`config.mk`:
```
export PLATFORM = sky130hd
export DESIGN_NAME = utf8_cjk_break_inserter
export DESIGN_NICKNAME = d
export VERILOG_FILES = /design/src/hw/rtl/ucbi_pkg.sv /design/src/hw/rtl/ucbi_front.sv /design/src/hw/rtl/ucbi_queue.sv /design/src/hw/rtl/ucbi_back.sv /design/src/hw/rtl/utf8_cjk_break_inserter.sv
export SDC_FILE = /design/constraint.sdc
export NUM_CORES = 1
export LEC_CHECK = 0
export BUFFER_PORTS_ARGS = -buffer_cell sky130_fd_sc_hd__buf_4
export CORE_ASPECT_RATIO = 1.1
export CORE_MARGIN = 2
export CORE_UTILIZATION = 63
export DETAILED_ROUTE_END_ITERATION = 8
export PLACE_DENSITY_LB_ADDON = 0.3
export SLEW_MARGIN = 5
export SYNTH_ARGS = -nofsm -noshare
export SYNTH_HDL_FRONTEND = slang
export SYNTH_SLANG_ARGS = --single-unit
```
`constraint.sdc`:
```
create_clock -name clock -period 4 [get_ports clock]
set_input_delay 1 -clock clock [delete_from_list [all_inputs] [get_ports clock]]
set_output_delay 1 -clock clock [all_outputs]
set_load 0.02 [all_outputs]
```
`src/hw/rtl/ucbi_pkg.sv`:
```
package ucbi_pkg;

   // Code points that the break rule and the decoder look at.
   localparam logic [20:0] CP_ZWSP      = 21'h00200B;
   localparam logic [20:0] CP_LENT_OPEN = 21'h003010;
   localparam logic [20:0] CP_LENT_SHUT = 21'h003011;
   localparam logic [20:0] CP_MAX       = 21'h10FFFF;
   localparam logic [20:0] CP_SURR_LO   = 21'h00D800;
   localparam logic [20:0] CP_SURR_HI   = 21'h00DFFF;
   localparam logic [20:0] CP_MIN_2B    = 21'h000080;
   localparam logic [20:0] CP_MIN_3B    = 21'h000800;
   localparam logic [20:0] CP_MIN_4B    = 21'h010000;

   // The encoded form of U+200B, sent ahead of a character when a break goes in.
   localparam logic [7:0] ZWSP_BYTE0 = 8'hE2;
   localparam logic [7:0] ZWSP_BYTE1 = 8'h80;
   localparam logic [7:0] ZWSP_BYTE2 = 8'h8B;

   // One unit of work handed from the decoder to the serializer.
   typedef struct packed {
      logic            err;       // single error result
      logic            brk;       // three break bytes go first
      logic [1:0]      len_m1;    // character length minus one
      logic [3:0][7:0] bytes;     // encoded character, byte 0 first
      logic            str_end;   // the causing byte closed its string
   } job_type;

   function automatic logic is_cjk(input logic [20:0] c);
      return (c >= 21'h002E80 && c <= 21'h00A4CF) || (c >= 21'h00AC00 && c <= 21'h00D7AF) ||
             (c >= 21'h00F900 && c <= 21'h00FAFF) || (c >= 21'h00FF00 && c <= 21'h00FFEF) ||
             (c >= 21'h020000 && c <= 21'h03134F);
   endfunction

   function automatic logic is_gap(input logic [20:0] c);
      return c == 21'h20 || c == 21'h0A || c == 21'h0D || c == 21'h09 ||
             c == 21'hA0 || c == CP_ZWSP;
   endfunction

   function automatic logic is_open(input logic [20:0] c);
      return c == CP_LENT_OPEN || c == 21'hFF08 || c == 21'h300C || c == 21'h300E ||
             c == 21'h300A || c == 21'h3008 || c == 21'h2018 || c == 21'h201C;
   endfunction

   function automatic logic is_close(input logic [20:0] c);
      return c == CP_LENT_SHUT || c == 21'hFF09 || c == 21'h300D || c == 21'h300F ||
             c == 21'h300B || c == 21'h3009 || c == 21'h2019 || c == 21'h201D ||
             c == 21'h3001 || c == 21'h3002 || c == 21'hFF0C || c == 21'hFF1A ||
             c == 21'hFF1B || c == 21'hFF01 || c == 21'hFF1F;
   endfunction

endpackage

```
`src/hw/rtl/ucbi_front.sv`:
```
module ucbi_front
   import ucbi_pkg::*;
(
   input  logic        clock,
   input  logic        reset,
   input  logic        req_valid,
   output logic        req_ready,
   input  logic [7:0]  req_in_byte,
   input  logic        req_string_end,
   input  logic        queue_full,
   output logic        push,
   output job_type     push_job
);

   logic [2:0]      exp_len_ff, exp_len_in;
   logic [2:0]      seen_len_ff, seen_len_in;
   logic [20:0]     code_ff, code_in;
   logic [3:0][7:0] rune_ff, rune_in;
   logic            prev_nz_ff, prev_nz_in;
   logic            prev_cjk_ff, prev_cjk_in;
   logic            prev_gap_ff, prev_gap_in;
   logic            prev_open_ff, prev_open_in;
   logic            brackets_ff, brackets_in;
   logic            discard_ff, discard_in;

   logic            accept;
   logic [2:0]      lead_len;
   logic [20:0]     lead_code;
   logic [20:0]     cont_code;
   logic [20:0]     cur_code;
   logic [2:0]      cur_len;
   logic [2:0]      seen_next;
   logic [3:0][7:0] char_bytes;
   logic            do_fail;
   logic            do_finish;
   logic            bad_code;
   logic            want_break;

   assign req_ready = !queue_full;
   assign accept    = req_valid && req_ready;

   // Lead byte decode: length and payload bits, length 0 marks a bad lead.
   always_comb begin
      if (req_in_byte[7] == 1'b0) begin
         lead_len  = 3'd1;
         lead_code = {14'd0, req_in_byte[6:0]};
      end else if (req_in_byte[7:5] == 3'b110) begin
         lead_len  = 3'd2;
         lead_code = {16'd0, req_in_byte[4:0]};
      end else if (req_in_byte[7:4] == 4'b1110) begin
         lead_len  = 3'd3;
         lead_code = {17'd0, req_in_byte[3:0]};
      end else if (req_in_byte[7:3] == 5'b11110) begin
         lead_len  = 3'd4;
         lead_code = {18'd0, req_in_byte[2:0]};
      end else begin
         lead_len  = 3'd0;
         lead_code = 21'd0;
      end
   end

   assign cont_code = {code_ff[14:0], req_in_byte[5:0]};
   assign cur_code  = (exp_len_ff == 3'd0) ? lead_code : cont_code;
   assign cur_len   = (exp_len_ff == 3'd0) ? lead_len : exp_len_ff;
   assign seen_next = 3'(seen_len_ff + 3'd1);

   // The character so far with the current beat dropped in at its slot.
   always_comb begin
      for (int k = 0; k < 4; k++) begin
         char_bytes[k] = (seen_len_ff[1:0] == 2'(k)) ? req_in_byte : rune_ff[k];
      end
   end

   // Overlong forms, surrogates and values past the last plane.
   assign bad_code = (cur_len == 3'd2 && cur_code < CP_MIN_2B) ||
                     (cur_len == 3'd3 && cur_code < CP_MIN_3B) ||
                     (cur_len == 3'd4 && cur_code < CP_MIN_4B) ||
                     cur_code > CP_MAX ||
                     (cur_code >= CP_SURR_LO && cur_code <= CP_SURR_HI);

   // Break rule against the stored class flags of the previous character.
   assign want_break = prev_nz_ff && !brackets_ff &&
                       (prev_cjk_ff || is_cjk(cur_code)) &&
                       !prev_gap_ff && !is_gap(cur_code) &&
                       !prev_open_ff && !is_close(cur_code);

   // Per-beat decision: fail, finish a character, or keep collecting.
   always_comb begin
      exp_len_in   = exp_len_ff;
      seen_len_in  = seen_len_ff;
      code_in      = code_ff;
      rune_in      = rune_ff;
      prev_nz_in   = prev_nz_ff;
      prev_cjk_in  = prev_cjk_ff;
      prev_gap_in  = prev_gap_ff;
      prev_open_in = prev_open_ff;
      brackets_in  = brackets_ff;
      discard_in   = discard_ff;
      do_fail      = 1'b0;
      do_finish    = 1'b0;
      push         = 1'b0;

      push_job.err     = 1'b0;
      push_job.brk     = want_break;
      push_job.len_m1  = 2'(cur_len - 3'd1);
      push_job.bytes   = char_bytes;
      push_job.str_end = req_string_end;

      if (accept) begin
         if (discard_ff) begin
            if (req_string_end) begin
               discard_in = 1'b0;
            end
         end else if (exp_len_ff == 3'd0) begin
            if (lead_len == 3'd0) begin
               do_fail = 1'b1;
            end else if (lead_len == 3'd1) begin
               do_finish = 1'b1;
            end else if (req_string_end) begin
               do_fail = 1'b1;
            end else begin
               exp_len_in  = lead_len;
               seen_len_in = 3'd1;
               code_in     = lead_code;
               rune_in     = char_bytes;
            end
         end else begin
            if (req_in_byte[7:6] != 2'b10) begin
               do_fail = 1'b1;
            end else if (seen_next == exp_len_ff) begin
               do_finish = 1'b1;
            end else if (req_string_end) begin
               do_fail = 1'b1;
            end else begin
               seen_len_in = seen_next;
               code_in     = cont_code;
               rune_in     = char_bytes;
            end
         end

         if (do_finish && bad_code) begin
            do_fail = 1'b1;
         end

         if (do_fail) begin
            push           = 1'b1;
            push_job.err   = 1'b1;
            push_job.brk   = 1'b0;
            push_job.len_m1 = 2'd0;
            exp_len_in     = 3'd0;
            seen_len_in    = 3'd0;
            code_in        = 21'd0;
            prev_nz_in     = 1'b0;
            prev_cjk_in    = 1'b0;
            prev_gap_in    = 1'b0;
            prev_open_in   = 1'b0;
            brackets_in    = 1'b0;
            discard_in     = !req_string_end;
         end else if (do_finish) begin
            push         = 1'b1;
            exp_len_in   = 3'd0;
            seen_len_in  = 3'd0;
            code_in      = 21'd0;
            prev_nz_in   = (cur_code != 21'd0);
            prev_cjk_in  = is_cjk(cur_code);
            prev_gap_in  = is_gap(cur_code);
            prev_open_in = is_open(cur_code);
            if (cur_code == CP_LENT_OPEN) begin
               brackets_in = 1'b1;
            end else if (cur_code == CP_LENT_SHUT) begin
               brackets_in = 1'b0;
            end
            if (req_string_end) begin
               prev_nz_in   = 1'b0;
               prev_cjk_in  = 1'b0;
               prev_gap_in  = 1'b0;
               prev_open_in = 1'b0;
               brackets_in  = 1'b0;
            end
         end
      end
   end

   // Control state.
   always_ff @(posedge clock) begin
      if (reset) begin
         exp_len_ff   <= 3'd0;
         seen_len_ff  <= 3'd0;
         code_ff      <= 21'd0;
         prev_nz_ff   <= 1'b0;
         prev_cjk_ff  <= 1'b0;
         prev_gap_ff  <= 1'b0;
         prev_open_ff <= 1'b0;
         brackets_ff  <= 1'b0;
         discard_ff   <= 1'b0;
      end else begin
         exp_len_ff   <= exp_len_in;
         seen_len_ff  <= seen_len_in;
         code_ff      <= code_in;
         prev_nz_ff   <= prev_nz_in;
         prev_cjk_ff  <= prev_cjk_in;
         prev_gap_ff  <= prev_gap_in;
         prev_open_ff <= prev_open_in;
         brackets_ff  <= brackets_in;
         discard_ff   <= discard_in;
      end
   end

   // Collected character bytes need no reset.
   always_ff @(posedge clock) begin
      rune_ff <= rune_in;
   end

   // While a bad string is being swallowed no character can be open.
   assert property (@(posedge clock) disable iff (reset)
      discard_ff |-> (exp_len_ff == 3'd0 && seen_len_ff == 3'd0))
      else $error("front: character state open while discarding");

   // A partly collected character always has fewer bytes than it needs.
   assert property (@(posedge clock) disable iff (reset)
      (exp_len_ff != 3'd0) |-> (seen_len_ff != 3'd0 && seen_len_ff < exp_len_ff))
      else $error("front: collected count out of range");

endmodule

```
`src/hw/rtl/ucbi_queue.sv`:
```
module ucbi_queue
   import ucbi_pkg::*;
#(
   parameter int DEPTH = 4
)
(
   input  logic    clock,
   input  logic    reset,
   input  logic    push,
   input  job_type push_job,
   output logic    full,
   input  logic    pop,
   output logic    head_valid,
   output job_type head_job
);

   localparam int PTR_W = (DEPTH > 1) ? $clog2(DEPTH) : 1;
   localparam int CNT_W = $clog2(DEPTH + 1);

   job_type            slot_ff [DEPTH];
   logic [PTR_W-1:0]   wr_ptr_ff, wr_ptr_in;
   logic [PTR_W-1:0]   rd_ptr_ff, rd_ptr_in;
   logic [CNT_W-1:0]   count_ff, count_in;
   logic               do_push;
   logic               do_pop;

   assign full       = (count_ff == CNT_W'(DEPTH));
   assign head_valid = (count_ff != '0);
   assign head_job   = slot_ff[rd_ptr_ff];
   assign do_push    = push && !full;
   assign do_pop     = pop && head_valid;

   // Pointer and occupancy bookkeeping with explicit wrap.
   always_comb begin
      wr_ptr_in = wr_ptr_ff;
      rd_ptr_in = rd_ptr_ff;
      count_in  = count_ff;
      if (do_push) begin
         wr_ptr_in = (wr_ptr_ff == PTR_W'(DEPTH - 1)) ? '0 : PTR_W'(wr_ptr_ff + 1'b1);
      end
      if (do_pop) begin
         rd_ptr_in = (rd_ptr_ff == PTR_W'(DEPTH - 1)) ? '0 : PTR_W'(rd_ptr_ff + 1'b1);
      end
      if (do_push && !do_pop) begin
         count_in = CNT_W'(count_ff + 1'b1);
      end else if (do_pop && !do_push) begin
         count_in = CNT_W'(count_ff - 1'b1);
      end
   end

   always_ff @(posedge clock) begin
      if (reset) begin
         wr_ptr_ff <= '0;
         rd_ptr_ff <= '0;
         count_ff  <= '0;
      end else begin
         wr_ptr_ff <= wr_ptr_in;
         rd_ptr_ff <= rd_ptr_in;
         count_ff  <= count_in;
      end
   end

   // Job storage is written only at the tail.
   always_ff @(posedge clock) begin
      if (do_push) begin
         slot_ff[wr_ptr_ff] <= push_job;
      end
   end

   assert property (@(posedge clock) disable iff (reset)
      count_ff <= CNT_W'(DEPTH))
      else $error("queue: occupancy above depth");

   assert property (@(posedge clock) disable iff (reset)
      pop |-> head_valid)
      else $error("queue: pop from empty queue");

endmodule

```
`src/hw/rtl/ucbi_back.sv`:
```
module ucbi_back
   import ucbi_pkg::*;
(
   input  logic        clock,
   input  logic        reset,
   input  logic        head_valid,
   input  job_type     head_job,
   output logic        pop,
   output logic        rsp_valid,
   input  logic        rsp_ready,
   output logic [7:0]  rsp_out_byte,
   output logic        rsp_error,
   output logic        rsp_item_last,
   output logic        rsp_string_last
);

   logic [2:0] idx_ff, idx_in;
   logic       valid_ff, valid_in;
   logic [7:0] byte_ff, byte_in;
   logic       error_ff, error_in;
   logic       item_last_ff, item_last_in;
   logic       string_last_ff, string_last_in;

   logic       load;
   logic [2:0] last_idx;
   logic       at_last;
   logic [2:0] char_pos;

   // Index of the final result of the head job.
   always_comb begin
      if (head_job.err) begin
         last_idx = 3'd0;
      end else if (head_job.brk) begin
         last_idx = 3'(head_job.len_m1) + 3'd3;
      end else begin
         last_idx = 3'(head_job.len_m1);
      end
   end

   assign load     = head_valid && (!valid_ff || rsp_ready);
   assign at_last  = (idx_ff == last_idx);
   assign pop      = load && at_last;
   assign char_pos = head_job.brk ? 3'(idx_ff - 3'd3) : idx_ff;

   // Next result beat: break bytes first, then the character itself.
   always_comb begin
      idx_in         = idx_ff;
      valid_in       = valid_ff;
      byte_in        = byte_ff;
      error_in       = error_ff;
      item_last_in   = item_last_ff;
      string_last_in = string_last_ff;
      if (load) begin
         valid_in       = 1'b1;
         error_in       = head_job.err;
         item_last_in   = at_last;
         string_last_in = at_last && head_job.str_end;
         idx_in         = at_last ? 3'd0 : 3'(idx_ff + 3'd1);
         if (head_job.err) begin
            byte_in = 8'd0;
         end else if (head_job.brk && idx_ff < 3'd3) begin
            case (idx_ff[1:0])
               2'd0:    byte_in = ZWSP_BYTE0;
               2'd1:    byte_in = ZWSP_BYTE1;
               default: byte_in = ZWSP_BYTE2;
            endcase
         end else begin
            byte_in = head_job.bytes[char_pos[1:0]];
         end
      end else if (rsp_ready) begin
         valid_in = 1'b0;
      end
   end

   always_ff @(posedge clock) begin
      if (reset) begin
         idx_ff   <= 3'd0;
         valid_ff <= 1'b0;
      end else begin
         idx_ff   <= idx_in;
         valid_ff <= valid_in;
      end
   end

   // Output payload register.
   always_ff @(posedge clock) begin
      byte_ff        <= byte_in;
      error_ff       <= error_in;
      item_last_ff   <= item_last_in;
      string_last_ff <= string_last_in;
   end

   assign rsp_valid       = valid_ff;
   assign rsp_out_byte    = byte_ff;
   assign rsp_error       = error_ff;
   assign rsp_item_last   = item_last_ff;
   assign rsp_string_last = string_last_ff;

   // An error result stands alone and carries a zero byte.
   assert property (@(posedge clock) disable iff (reset)
      (valid_ff && error_ff) |-> (item_last_ff && byte_ff == 8'd0))
      else $error("back: malformed error result");

   // The serializer index never runs past a seven-beat job.
   assert property (@(posedge clock) disable iff (reset)
      idx_ff <= 3'd6)
      else $error("back: result index out of range");

endmodule

```
`src/hw/rtl/utf8_cjk_break_inserter.sv`:
```
// A byte that completes a character or fails is written into the job queue, and its first
// result then passes through the output register before it can be taken.
// Throughput: one input beat per cycle while the job queue has room; results leave at one per
// cycle while the receiver takes them; a character gives 1 to 7 bytes (3 break, up to 4 text).
// Reset (synchronous, active high) clears decoder state, the job queue and the output register.
module utf8_cjk_break_inserter
   import ucbi_pkg::*;
#(
   parameter int QUEUE_DEPTH = 4
)
(
   input  logic        clock,
   input  logic        reset,
   input  logic        req_valid,
   output logic        req_ready,
   input  logic [7:0]  req_in_byte,
   input  logic        req_string_end,
   output logic        rsp_valid,
   input  logic        rsp_ready,
   output logic [7:0]  rsp_out_byte,
   output logic        rsp_error,
   output logic        rsp_item_last,
   output logic        rsp_string_last
);

   logic    push;
   job_type push_job;
   logic    queue_full;
   logic    pop;
   logic    head_valid;
   job_type head_job;

   // Decoder and break decision.
   ucbi_front u_front (
      .clock          (clock),
      .reset          (reset),
      .req_valid      (req_valid),
      .req_ready      (req_ready),
      .req_in_byte    (req_in_byte),
      .req_string_end (req_string_end),
      .queue_full     (queue_full),
      .push           (push),
      .push_job       (push_job)
   );

   // Job queue between decoder and serializer.
   ucbi_queue #(
      .DEPTH (QUEUE_DEPTH)
   ) u_queue (
      .clock      (clock),
      .reset      (reset),
      .push       (push),
      .push_job   (push_job),
      .full       (queue_full),
      .pop        (pop),
      .head_valid (head_valid),
      .head_job   (head_job)
   );

   // Result serializer with output register.
   ucbi_back u_back (
      .clock           (clock),
      .reset           (reset),
      .head_valid      (head_valid),
      .head_job        (head_job),
      .pop             (pop),
      .rsp_valid       (rsp_valid),
      .rsp_ready       (rsp_ready),
      .rsp_out_byte    (rsp_out_byte),
      .rsp_error       (rsp_error),
      .rsp_item_last   (rsp_item_last),
      .rsp_string_last (rsp_string_last)
   );

endmodule

```
Word level (Yosys, flattened, before mapping)
Memory sizes are Yosys's and may differ from the RTL's. A register that Yosys moved wholly into a read port is not among the register bits. Cells that the tools add are included.

Input port bits: 13. RAM bits: 148. Register bits after elaboration: 81. Memories kept: 1. Output and inout bits: 13. Logic and storage cells: 302.

$lt $le $gt $ge: 18. Bitwise gates (word level): 1. Equal/unequal tests: 58. Reductions and logical operators: 87. $add $sub $neg: 9. Multiplexer cells: 106.

Memories: u_queue.slot_ff (depth 4, width 37, read ports 1, clocked after Yosys merged registers in 1, wr ports 1, line ucbi_queue.sv:20) `job_type slot_ff [DEPTH];`.

Operator list (count): == test 21 x 14 -> 1 bit, second input constant (17); two-way mux 32 bit (6); two-way mux 15 bit (10); == test 21 x 16 -> 1 bit, second input constant (7); less-or-equal comparator 21 x 16 -> 1 bit, second input constant (5); greater-or-equal comparator 21 x 16 -> 1 bit, second input constant (4); two-way mux 21 bit (4); two-way mux 3 bit (28); == test 21 x 4 -> 1 bit, second input constant (3); two-way mux 8 bit (6); two-way mux 1 bit (43); logical OR 1 bit (36); logical AND 1 bit (25); == test 21 x 6 -> 1 bit, second input constant (1); == test 21 x 8 -> 1 bit, second input constant (1); greater-or-equal comparator 21 x 14 -> 1 bit, second input constant (1); greater-or-equal comparator 21 x 18 -> 1 bit, second input constant (1); > comparator 21 bit, second input constant (1); less-or-equal comparator 21 x 18 -> 1 bit, second input constant (1); < comparator 21 x 12 -> 1 bit, second input constant (1); < comparator 21 x 17 -> 1 bit, second input constant (1); < comparator 21 x 8 -> 1 bit, second input constant (1); nonzero test 21 bit (1); binary-select mux 8 bit (select 2 bit) (1); 36 further kinds (74).

Depth between registers and ports, before layout
Depth in word-level cells: 25. Gate-level depth with buffers: 16. Gate-level depth less buffers: 14.

By module
From an unflattened synthesis, not the netlist that was laid out.

Cell total of the unflattened synthesis: 799. Area, all modules: 11129.4 um^2.

Modules (own cells, without submodules): ucbi_queue (times used 1, cells an instance 243, area an instance 5843.1 um^2); ucbi_front (times used 1, cells an instance 436, area an instance 3935.0 um^2); ucbi_back (times used 1, cells an instance 120, area an instance 1351.3 um^2).

Least setup slack after synthesis
OpenSTA, ideal clock, no wires.

Path type: input-to-reg. Start: input port req_in_byte[6]. End: register u_front.rune_ff[0] (netlist name), enable pin. Slack: 0.497 ns. Path buffers: 1. Arrival: 3.078 ns. Cell stages on the path: 4. Setup time: 0.425 ns. Path through: clkbuf_1 a21oi_1 nor3_1 nor2b_1.

Longest elaborated chain between the ends: 8. Elaborated cells on any way between the ends: 14.

RTL lines: start: declaration (line utf8_cjk_break_inserter.sv:16) `input logic [7:0] req_in_byte,`; == test 5 bit (line ucbi_front.sv:53) `end else if (req_in_byte[7:3] == 5'b11110) begin`; two-way mux 3 bit (line ucbi_front.sv:53); two-way mux 3 bit (line ucbi_front.sv:50) `end else if (req_in_byte[7:4] == 4'b1110) begin`; two-way mux 3 bit (line ucbi_front.sv:47) `end else if (req_in_byte[7:5] == 3'b110) begin`; two-way mux 3 bit (line ucbi_front.sv:44) `if (req_in_byte[7] == 1'b0) begin`; == test 3 x 1 -> 1 bit / logical NOT 3 bit (equally long branches) (line ucbi_front.sv:117, ucbi_front.sv:115); inequality test 2 bit (no line); AND reduction 6 bit (no line) (*); end signal: assignment (line ucbi_front.sv:211) `rune_ff <= rune_in;`; end: declaration (line ucbi_front.sv:18) `logic [3:0][7:0] rune_ff, rune_in;`.

Every way passes the cells marked *; elsewhere a longest branch is shown, timed or not. A chain may end at the register's enable or synchronous reset.

Final worst setup path
Start: register u_front.seen_len_ff[0]. End: register u_queue.count_ff[2].

Longest elaborated chain between the ends: 16. Elaborated cells on any way between the ends: 23.

RTL lines: start: declaration (line ucbi_front.sv:16) `logic [2:0] seen_len_ff, seen_len_in;`; start signal: assignment (line ucbi_front.sv:198) `seen_len_ff <= seen_len_in;`; adder 3 x 1 -> 3 bit (*) (line ucbi_front.sv:65) `assign seen_next = 3'(seen_len_ff + 3'd1);`; == test 3 bit (*) (line ucbi_front.sv:130) `end else if (seen_next == exp_len_ff) begin`; two-way mux 1 bit (line ucbi_front.sv:130); two-way mux 1 bit (line ucbi_front.sv:128) `if (req_in_byte[7:6] != 2'b10) begin`; two-way mux 1 bit (line ucbi_front.sv:114) `end else if (exp_len_ff == 3'd0) begin`; two-way mux 1 bit (line ucbi_front.sv:110) `if (discard_ff) begin`; two-way mux 1 bit (line ucbi_front.sv:109) `if (accept) begin`; logical AND 1 bit (line ucbi_front.sv:141) `if (do_finish && bad_code) begin`; two-way mux 1 bit (line ucbi_front.sv:141); two-way mux 1 bit (line ucbi_front.sv:109); two-way mux 1 bit (*) (line ucbi_front.sv:145) `if (do_fail) begin`; two-way mux 1 bit (*) (line ucbi_front.sv:109); logical AND 1 bit (*) (line ucbi_queue.sv:30) `assign do_push = push && !full;`; net u_queue.do_push (line ucbi_queue.sv:24) `logic do_push;`; logical NOT 1 bit (line ucbi_queue.sv:46) `end else if (do_pop && !do_push) begin`; logical AND 1 bit (line ucbi_queue.sv:46); nonzero test 2 bit (no line); end signal: assignment (line ucbi_queue.sv:59) `count_ff <= count_in;`; end: declaration (line ucbi_queue.sv:23) `logic [CNT_W-1:0] count_ff, count_in;`.

The timed path passes the listed nets; every way through them passes the cells marked *. The select of a mux whose other input is x is not followed.

==> reports/metrics.yaml <==
outcome:
  status: "complete, no violations"
power:
  p_comb_share_pct: 28.3
  ir_worst_vdd_uv: 380
  pwr-share-seq_pct: 42.2
  power.leakage_nw: 4.07
  internal_power_mw: 4.97
  p_clk_share_pct: 29.5
  powerDensity_nw_per_um2: 603
  switching_share_pct: 30.9
  total_power_mw: 7.19
  switchingPower_mw: 2.23
global_route:
  grt_use_met2_pct: 46.4
  grt.overflow.total: 0
  grt_use_met3_pct: 5.05
  antenna_found_initial: 0
  grt_pass1_vias: 7162
  grt_usage_pct: 28.1
  grt_use_met1_pct: 38.7
  grt_max_degree: 48
  globalRoute.busiestLayer: "met2"
  grt_pass1_wl_um: 39300
synth:
  synth_edf_count: 191
  synth.net_count: 891
  synthTopCellsByCount: "191 x edfxtp_1, 72 x nand2_1, 62 x nor2_1"
  yosysWarningCount: 0
  ys_ff_latch: 231
  yosysTopAreaCell: "edfxtp_1"
  synth_area_per_cell_um2: 12.5
  synthCells: 860
  synth_cell_type_count: 74
  netlist_area_um2: 10800
  synthArstFlopShare_pct: 0
  synth_top_area_share_pct: 53.1
  ys_seq_area_share_pct: 60.6
  synth.most_common_cell: "edfxtp_1"
  synth_area_leaders: "edfxtp_1 53%, dfxtp_1 7.4%, mux2_2 4.5%"
  synth_top_flop_cell: "edfxtp_1"
drt:
  first_pass_iters: 6
  wirelength_um: 24900
  wire_per_inst_um: 22.7
  vias_per_cell: 6.61
  drc_errors: 0
  vias: 7264
  drt-initial-drc-count: 711
  ant_nets: 0
placed_design:
  gp_congestion: 0.922
  dpl-instance-area_um2: 11200
  io_buffers: 25
  dp_hpwl_um: 16200
sta:
  timing.final.crit_share_pct: 90.0
  rsz0062_at_grt: "no"
  fmaxAchievable_mhz: 278
  slew_violations: 0
  fin_tns_setup_ns: 0
  fin_hold_ws_ns: 0.451
  layout_min_cycle_time_ns: 3.60
  worstMarginPinSlew_ns: 0.955
  hold_viol: 0
  max_slew_margin_pct: 36.0
  fin_worst_skew_ns: 0.0118
  setup_viol: 0
clock_tree:
  cts_tree: "yes"
  cts_setup_buffers: 0
  cts.sinks: 231
  cts_hold_buf: 0
  clk_pin_slew_ns: 0.06
  htree_levels: 1
  cts_resized: 0
  cts_buffer_depth: 3
  clock_tree.root_cell: "clkbuf_16"
  cts_buffers: 24
  insertion_delay_ns: 0.52
critical_path:
  crit_path_start_kind: "register"
  crit_arrival_ns: 4.04
  cp.required_ns: 4.44
  critPathKind: "reg -> reg"
  cp-end-kind: "register"
  crit_fanout: 11
floorplan:
  core_area_um2: 16900
  die_w_um: 129
  io_pins: 26
  die_y_um: 141
  die-area_um2: 18200
  rows: 50
  start_util_pct: 63.9
flow_run:
  cap_violations: 0
finish:
  area_growth_pct: 10.6
  nets: 906
  drive_above_1_share_pct: 17.3
  antenna_cells: 0
  design_area_um2: 11900
min_path:
  hold_class: "reg -> reg"
==> layer usage <==
metal,vias to the layer above,wire length (um)
met1,3601,10200
met3,47,1870
met5,-,0
li1,3303,-
met4,0,563
met2,313,12300
==> cells in the final DEF, fill, tap and decap left out, drive strengths merged, types with 5 or more instances in the layout <==
cell type	n
a21oi	44
dfxtp	40
inv	25
mux4	20
buf	45
nand3	28
nand2b	12
nand2	72
a31oi	6
a211oi	13
nand3b	6
o22ai	6
nor4b	6
mux2	44
nor3	28
clkbuf	30
ha	17
nor2	62
or2	5
nor2b	9
o21ai	23
or3	9
a22oi	13
edfxtp	191
nand4	7
mux2i	20
or4	5
clkinv	10
o311ai	5
and3	5
xnor2	5
nor4	16
==> flip-flops by register name, summed over array words and instances (netlist names), 2 cells and up, named ones only <==
register             cells
u_queue.rd_ptr_ff        2
u_queue.wr_ptr_ff        2
u_queue.slot_ff        148
u_back.idx_ff            3
u_queue.count_ff         3
u_front.seen_len_ff      3
u_back.rsp_out_byte      8
u_front.rune_ff         32
u_front.exp_len_ff       3
u_front.code_ff         15
==> metrics by stage <==
stage | worst slack (ns) | utilization, % | instances
2_1_floorplan | 0.497 | - | 860
3_3_place_gp | 0.388 | 66.2 | 1057
3_5_place_dp | 0.280 | 66.2 | 1057
4_1_cts | 0.383 | 70.6 | 1099
5_1_grt | 0.165 | 70.6 | 1099
6_report | 0.399 | 70.6 | 1099
==> critical path, cell delays in order (launching register included) <==
cell	delay, ns
dfxtp_1	0.46
ha_1	0.57
xor3_1	0.32
nor3_1	0.33
nand2_1	0.19
a21o_1	0.23
inv_1	0.15
ha_1	0.21
inv_1	0.06
fa_1	0.37
xor2_1	0.18
or3_1	0.31
a21oi_1	0.15
==> logic make-up after synthesis <==
family	after synthesis	synth area share, %
XOR/XNOR	9	0.869
AO/OA/AOI/OAI	151	9.23
buffers and inverters	81	3.05
AND/OR/NAND/NOR	286	13.5
adder cells (fa/ha/maj)	18	2.16
multiplexers	84	10.7
flip-flops	231	60.6
==> layout make-up <==
type / instances / area, um2
multi-input cells: 548 / 3950
well taps: 208 / 260
repair buffers: 45 / 350
flip-flops and latches: 231 / 6540
clock inverters: 12 / 121
fillers: 1119 / 4960
inverters: 25 / 93.8
clock buffers: 30 / 623
==> power by group through the flow <==
stage	combinational, mW	sequential (mW)	clock [mW]
floorplan	1.37	3.12	0
global placement	1.96	3.07	0
detailed placement	2.02	3.09	0
CTS	2.04	3.04	2.15
global route	2.21	3.06	2.25
finish	2.03	3.04	2.12
==> path summary, 6_finish.rpt <==
check	cells after the start	end	slack, ns	startpoint
hold reg to reg	2	u_front.prev_open_ff	0.45	u_front.prev_open_ff
setup reg to reg	12	u_queue.count_ff[2]	0.40	u_front.seen_len_ff[0]
setup / recovery	12	u_queue.count_ff[2]	0.40	u_front.seen_len_ff[0]
hold / removal	2	u_front.prev_open_ff	0.45	u_front.prev_open_ff
No activity file was read; power rests on OpenSTA's default activity.
